**config.mk**
```make
export PLATFORM = sky130hd
export DESIGN_NAME = rmt_ctrl
export DESIGN_NICKNAME = d
export VERILOG_FILES = /design/src/hw/rtl/rmt_pkg.sv /design/src/hw/rtl/rmt_ctrl.sv
export SDC_FILE = /design/constraint.sdc
export NUM_CORES = 1
export LEC_CHECK = 0
export CAP_MARGIN = 30
export CORE_MARGIN = 5
export CORE_UTILIZATION = 28
export DETAILED_ROUTE_END_ITERATION = 10
export DONT_BUFFER_PORTS = 1
export PLACE_DENSITY = 0.41
export SLEW_MARGIN = 20
export SYNTH_ARGS = -nofsm -noshare
export SYNTH_HDL_FRONTEND = slang
export SYNTH_SLANG_ARGS = --single-unit
```
**constraint.sdc**
```tcl
create_clock -name i_clk -period 4.7 [get_ports i_clk]
set_clock_uncertainty 0.05 [all_clocks]
set_input_delay 0.94 -clock i_clk [delete_from_list [all_inputs] [get_ports i_clk]]
set_output_delay 0.94 -clock i_clk [all_outputs]
set_load 0.1 [all_outputs]
```
**src/hw/rtl/rmt_pkg.sv**
```systemverilog
`default_nettype none

package rmt_pkg;

    localparam int CAPACITY = 1024;
    localparam int ADDR_W   = $clog2(2 * CAPACITY);
    localparam int NODE_W   = ADDR_W + 1;
    localparam int POS_W    = 11;
    localparam int WORD_W   = 32;
    localparam int DEPTH    = 2 * CAPACITY;

    localparam logic [POS_W-1:0]         USED_SIZE_RST = POS_W'(1024);
    localparam logic signed [WORD_W-1:0] EMPTY_MARK    = -WORD_W'(32'h3f3f3f3f);

    localparam logic OP_WRITE = 1'b0;
    localparam logic OP_QUERY = 1'b1;

    typedef logic signed [WORD_W-1:0] t_word;
    typedef logic [ADDR_W-1:0]        t_addr;
    typedef logic [NODE_W-1:0]        t_node;
    typedef logic [POS_W-1:0]         t_pos;

    typedef enum logic [2:0] {
        ST_CLEAR,
        ST_IDLE,
        ST_WALK,
        ST_QA,
        ST_QB
    } t_state;

    typedef struct packed {
        logic  we;
        t_addr waddr;
        t_word wdata;
        logic  re;
        t_addr raddr;
    } t_mem_req;

    function automatic t_word smax(t_word a, t_word b);
        return (a > b) ? a : b;
    endfunction

endpackage

`default_nettype wire

```
**src/hw/rtl/rmt_ctrl.sv**
```systemverilog
`default_nettype none

module rmt_ctrl (
    input  wire logic              i_clk,
    input  wire logic              i_rst_n,
    input  wire logic              i_start,
    output logic                   o_busy,
    input  wire logic              i_operation,
    input  wire rmt_pkg::t_pos     i_left,
    input  wire rmt_pkg::t_pos     i_right,
    input  wire rmt_pkg::t_word    i_value,
    input  wire rmt_pkg::t_pos     i_size,
    output rmt_pkg::t_mem_req      o_mem_req,
    input  wire rmt_pkg::t_word    i_mem_rdata,
    output logic                   o_valid,
    output rmt_pkg::t_word         o_maximum
);

    import rmt_pkg::*;

    t_state r_state, n_state;
    t_addr  r_node, n_node;
    logic   r_first, n_first;
    t_word  r_cur, n_cur;
    t_node  r_a, n_a;
    t_node  r_b, n_b;
    t_word  r_best, n_best;
    logic   r_pend, n_pend;
    logic   r_out_valid, n_out_valid;
    t_word  r_max, n_max;

    t_mem_req mem_req;
    t_word    walk_val;
    t_word    fold;
    t_pos     q_lo;
    t_pos     q_hi;
    t_node    b_dec;
    logic     accept;

    assign accept = i_start && (r_state == ST_IDLE);

    always_ff @(posedge i_clk) begin
        if (!i_rst_n) begin
            r_state     <= ST_CLEAR;
            r_node      <= '0;
            r_out_valid <= 1'b0;
            r_pend      <= 1'b0;
            r_first     <= 1'b0;
        end else begin
            r_state     <= n_state;
            r_node      <= n_node;
            r_out_valid <= n_out_valid;
            r_pend      <= n_pend;
            r_first     <= n_first;
        end
        r_cur  <= n_cur;
        r_a    <= n_a;
        r_b    <= n_b;
        r_best <= n_best;
        r_max  <= n_max;
    end

    always_comb begin
        n_state     = r_state;
        n_node      = r_node;
        n_first     = r_first;
        n_cur       = r_cur;
        n_a         = r_a;
        n_b         = r_b;
        n_best      = r_best;
        n_pend      = r_pend;
        n_out_valid = 1'b0;
        n_max       = r_max;

        mem_req       = '0;
        mem_req.waddr = r_node;
        mem_req.raddr = r_node ^ t_addr'(1);

        walk_val = r_first ? r_cur : smax(r_cur, i_mem_rdata);
        fold     = r_pend ? smax(r_best, i_mem_rdata) : r_best;
        q_lo     = (i_left == '0) ? t_pos'(1) : i_left;
        q_hi     = (i_right > i_size) ? i_size : i_right;
        b_dec    = r_b - t_node'(1);

        case (r_state)
            ST_CLEAR: begin
                mem_req.we    = 1'b1;
                mem_req.wdata = EMPTY_MARK;
                n_node        = r_node + t_addr'(1);
                if (r_node == t_addr'(DEPTH - 1)) begin
                    n_state = ST_IDLE;
                end
            end
            ST_IDLE: begin
                if (accept) begin
                    if (i_operation == OP_WRITE) begin
                        if ((i_left != '0) && (i_left <= i_size)) begin
                            n_node  = t_addr'(CAPACITY) + t_addr'(i_left) - t_addr'(1);
                            n_cur   = i_value;
                            n_first = 1'b1;
                            n_state = ST_WALK;
                        end
                    end else begin
                        n_best = EMPTY_MARK;
                        n_pend = 1'b0;
                        n_a    = t_node'(CAPACITY) + t_node'(q_lo) - t_node'(1);
                        if (q_lo > q_hi) begin
                            n_b = t_node'(CAPACITY) + t_node'(q_lo) - t_node'(1);
                        end else begin
                            n_b = t_node'(CAPACITY) + t_node'(q_hi);
                        end
                        n_state = ST_QA;
                    end
                end
            end
            ST_WALK: begin
                // leaf-to-root refresh, sibling read overlaps the write
                mem_req.we    = 1'b1;
                mem_req.wdata = walk_val;
                mem_req.re    = (r_node != t_addr'(1));
                n_cur         = walk_val;
                n_first       = 1'b0;
                n_node        = r_node >> 1;
                if (r_node == t_addr'(1)) begin
                    n_state = ST_IDLE;
                end
            end
            ST_QA: begin
                n_best = fold;
                if (r_a >= r_b) begin
                    n_out_valid = 1'b1;
                    n_max       = fold;
                    n_pend      = 1'b0;
                    n_state     = ST_IDLE;
                end else begin
                    if (r_a[0]) begin
                        mem_req.re    = 1'b1;
                        mem_req.raddr = r_a[ADDR_W-1:0];
                        n_a           = r_a + t_node'(1);
                        n_pend        = 1'b1;
                    end else begin
                        n_pend = 1'b0;
                    end
                    n_state = ST_QB;
                end
            end
            ST_QB: begin
                n_best = fold;
                if (r_b[0]) begin
                    mem_req.re    = 1'b1;
                    mem_req.raddr = b_dec[ADDR_W-1:0];
                    n_b           = b_dec >> 1;
                    n_pend        = 1'b1;
                end else begin
                    n_b    = r_b >> 1;
                    n_pend = 1'b0;
                end
                n_a     = r_a >> 1;
                n_state = ST_QA;
            end
            default: begin
                n_state = ST_IDLE;
            end
        endcase
    end

    assign o_mem_req = mem_req;
    assign o_busy    = (r_state != ST_IDLE);
    assign o_valid   = r_out_valid;
    assign o_maximum = r_max;

`ifndef ASSERT_OFF
    a_accept_busy: assert property (@(posedge i_clk) disable iff (!i_rst_n)
        (i_start && !o_busy && i_operation == OP_QUERY) |=> o_busy)
        else $error("query transaction did not raise busy");

    a_valid_src: assert property (@(posedge i_clk) disable iff (!i_rst_n)
        r_out_valid |-> ($past(r_state) == ST_QA && r_state == ST_IDLE))
        else $error("result strobe outside query end");

    a_walk_node: assert property (@(posedge i_clk) disable iff (!i_rst_n)
        (r_state == ST_WALK) |-> (r_node != '0))
        else $error("update walk reached node zero");

    a_query_order: assert property (@(posedge i_clk) disable iff (!i_rst_n)
        (r_state == ST_QA || r_state == ST_QB) |-> (r_a <= r_b))
        else $error("query bounds crossed");

    a_no_write_query: assert property (@(posedge i_clk) disable iff (!i_rst_n)
        (r_state == ST_QA || r_state == ST_QB) |-> !o_mem_req.we)
        else $error("memory write during query");
`endif

endmodule

`default_nettype wire

```
==> qor.yml <==
ios: 191
hold_viol_final: 0
synth-seq-cells: 137
cts_buffer_depth: 2
maxSlewHeadroom_pct: 36.19
synthesis.area_sq_um: 10450
path_max_fanout: 16
syn_inst: 1146
ys_seq_area_share_pct: 37.75
dpl.hpwl_um: 30500
ys_async_sr_fraction_pct: 0
irDropWorstVdd_uv: 255.5
final.setup.worst_slack_ns: 0.1475
drt_first_pass_iters: 5
diodes: 0
endpoint_kind: "output pin"
ctsHoldBuffers: 0
arrival_ns: 3.56
worstHoldPathType: "reg -> reg"
path_cells: "inv_1 > ha_4 > nand4_2 > nor4_4 > nor3b_2 > a211o_2 > buf_4 > a21oi_1 > a311oi_4 > buf_12"
cap_violations: 0
synth_top_cell_by_area: "edfxtp_1"
postLayoutCellArea_sq_um: 12880
pre_cts_ws_ns: 0.05439
dieArea_sq_um: 41280
status: "completed"
worst_setup_path_start_kind: "input pin"
worst_path_largest_cell_delay_ns: 0.39
cts_buffers: 17
utilization_pct: 35.09
fmax_mhz: 219.7
yosys_most_used_dff: "edfxtp_1"
cts_resized: 0
ant_nets: 0
routed_wirelength_um: 39220
final_common_cell: "nand2_1"
portBuffers: 0
synth_cell_types: 73
wl_per_cell_um: 23.48
slew_viol_final: 0
via_per_inst: 5.516
final.fill_count: 3724
tightest_slew_ns: 0.9592
finalSetupViolations: 0
drive_gt1_share_pct: 16.81
insertion_delay_ns: 0.44
syn_nets: 1361
h-tree-depth: 4
grt_use_total_pct: 18.68
powerDensity_nw_per_um2: 241.4
rsz0062_at_grt: "false"
die_w_um: 203.2
post_cts_buffers: 0
path_clk_slew_ns: 0.06
finalCritPeriodShare_pct: 96.86
avgSynthCellArea_sq_um: 9.117
grt_pass1_wl_um: 58970
grt_pass1_vias: 9327
rows: 70
fin_crit_ns: 4.553
cts_tree: "built"
layout_common_cells: "nand2_1 (154), edfxtp_1 (120), ha_1 (113)"
vias: 9211
critical_path_class: "in -> out"
antenna_found_initial: 2
area_growth_pct: 23.26
p_leak_nw: 5.271
synth_area_leaders: "edfxtp_1 (34%), ha_1 (14%), nand2_1 (5.6%)"
drt_iter0_markers: 575
layout.nets: 1407
die_y_um: 203.2
cpMaxStageDelayCell: "a311oi_4"
grt_start_max_net_pins: 35
cts-root-buf: "clkbuf_16"
clock-sinks: 137
gp_congestion: 0.8505
synth_top_area_share_pct: 34.49
crit_required_ns: 3.71
core_area_sq_um: 36700
place_area_sq_um: 12260
synth-edff-count: 120
drc: 0
yosysWarnings: 0
start_util_pct: 28.47
gr-total-overflow: 0
-- layer usage --
layer,up-vias,part of all wire (%),track usage [%]
li1,4426,-,-
met1,4508,44,23.92
met2,235,49,32.04
met3,38,5.7,4.102
met4,4,1.7,4.890
met5,-,0.076,0
-- cell families after synthesis --
logic type      count (synthesis)  synth area share [%]
compound gates                340                 22.05
xor+xnor                       27                 2.263
fa+ha+maj                     114                 13.65
buf+inv                       144                 5.545
flops                         137                 37.75
mux                            12                 1.162
simple gates                  372                 17.58
-- path summary, 6_finish.rpt --
| path | end | depth (start not counted) | from | slack [ns] |
|---|---|---|---|---|
| setup / recovery | o_mem_req[12] | 10 | i_mem_rdata[31] | 0.15 |
| hold / removal | r_b[3] | 2 | r_b[4] | 0.57 |
| setup reg to reg | r_node[2] | 10 | r_state[2] | 1.33 |
| hold reg to reg | r_b[3] | 2 | r_b[4] | 0.57 |
-- final cells by class --
cell class	instances	area, sq um	area share, %
Sequential cell	137	3944	30.63
Clock inverter	12	152.6	1.185
Multi-Input combinational cell	865	6290	48.84
Inverter	71	266.5	2.070
Clock buffer	17	425.4	3.304
Timing Repair Buffer	100	1214	9.425
Tap cell	468	585.6	4.547
-- worst max-delay path: cells and delay by family --
kind / cells / cell delay, ns
AO/OA/AOI/OAI: 3 / 0.73
adder cells (fa/ha/maj): 1 / 0.37
buffers and inverters: 3 / 0.64
AND/OR/NAND/NOR: 3 / 0.87
-- flip-flops by register name (all words and copies together) (netlist names) --
| signal | count |
|---|---|
| r_first | 1 |
| r_b | 12 |
| r_node | 11 |
| r_state | 3 |
| r_pend | 1 |
| r_a | 12 |
| o_valid | 1 |
| r_best | 32 |
| o_maximum | 32 |
| r_cur | 32 |
-- cell usage after synthesis (17+ instances only) --
master	number
o221ai_1	17
dfxtp_1	17
nand4_1	28
nand3_1	64
o211ai_1	51
edfxtp_1	120
o21ai_0	78
ha_1	114
a21oi_1	72
a21o_1	17
nor2_1	39
clkbuf_1	56
inv_1	70
nand2_1	155
-- power breakdown --
part / internal, W / total [W] / leakage, nW / switching, W
Combinational: 0.000151 / 0.000403 / 3.71 / 0.000251
Clock: 0.000823 / 0.00138 / 0.276 / 0.000561
Sequential: 0.00132 / 0.00132 / 1.29 / 0.000000660
-- metrics by stage --
step / cells / setup TNS, ns / total power, W / hold WS (ns)
after floorplan: 1146 / -4.633 / 0.001626 / 0.4666
after global placement: 1640 / 0 / 0.001746 / 0.5333
after detailed placement: 1641 / 0 / 0.001749 / 0.5509
after CTS: 1670 / 0 / 0.003145 / 0.5551
after global routing: 1670 / 0 / 0.003244 / 0.5675
final: 1670 / 0 / 0.003108 / 0.5700
Note: power is estimated with default switching activity, not from simulation.
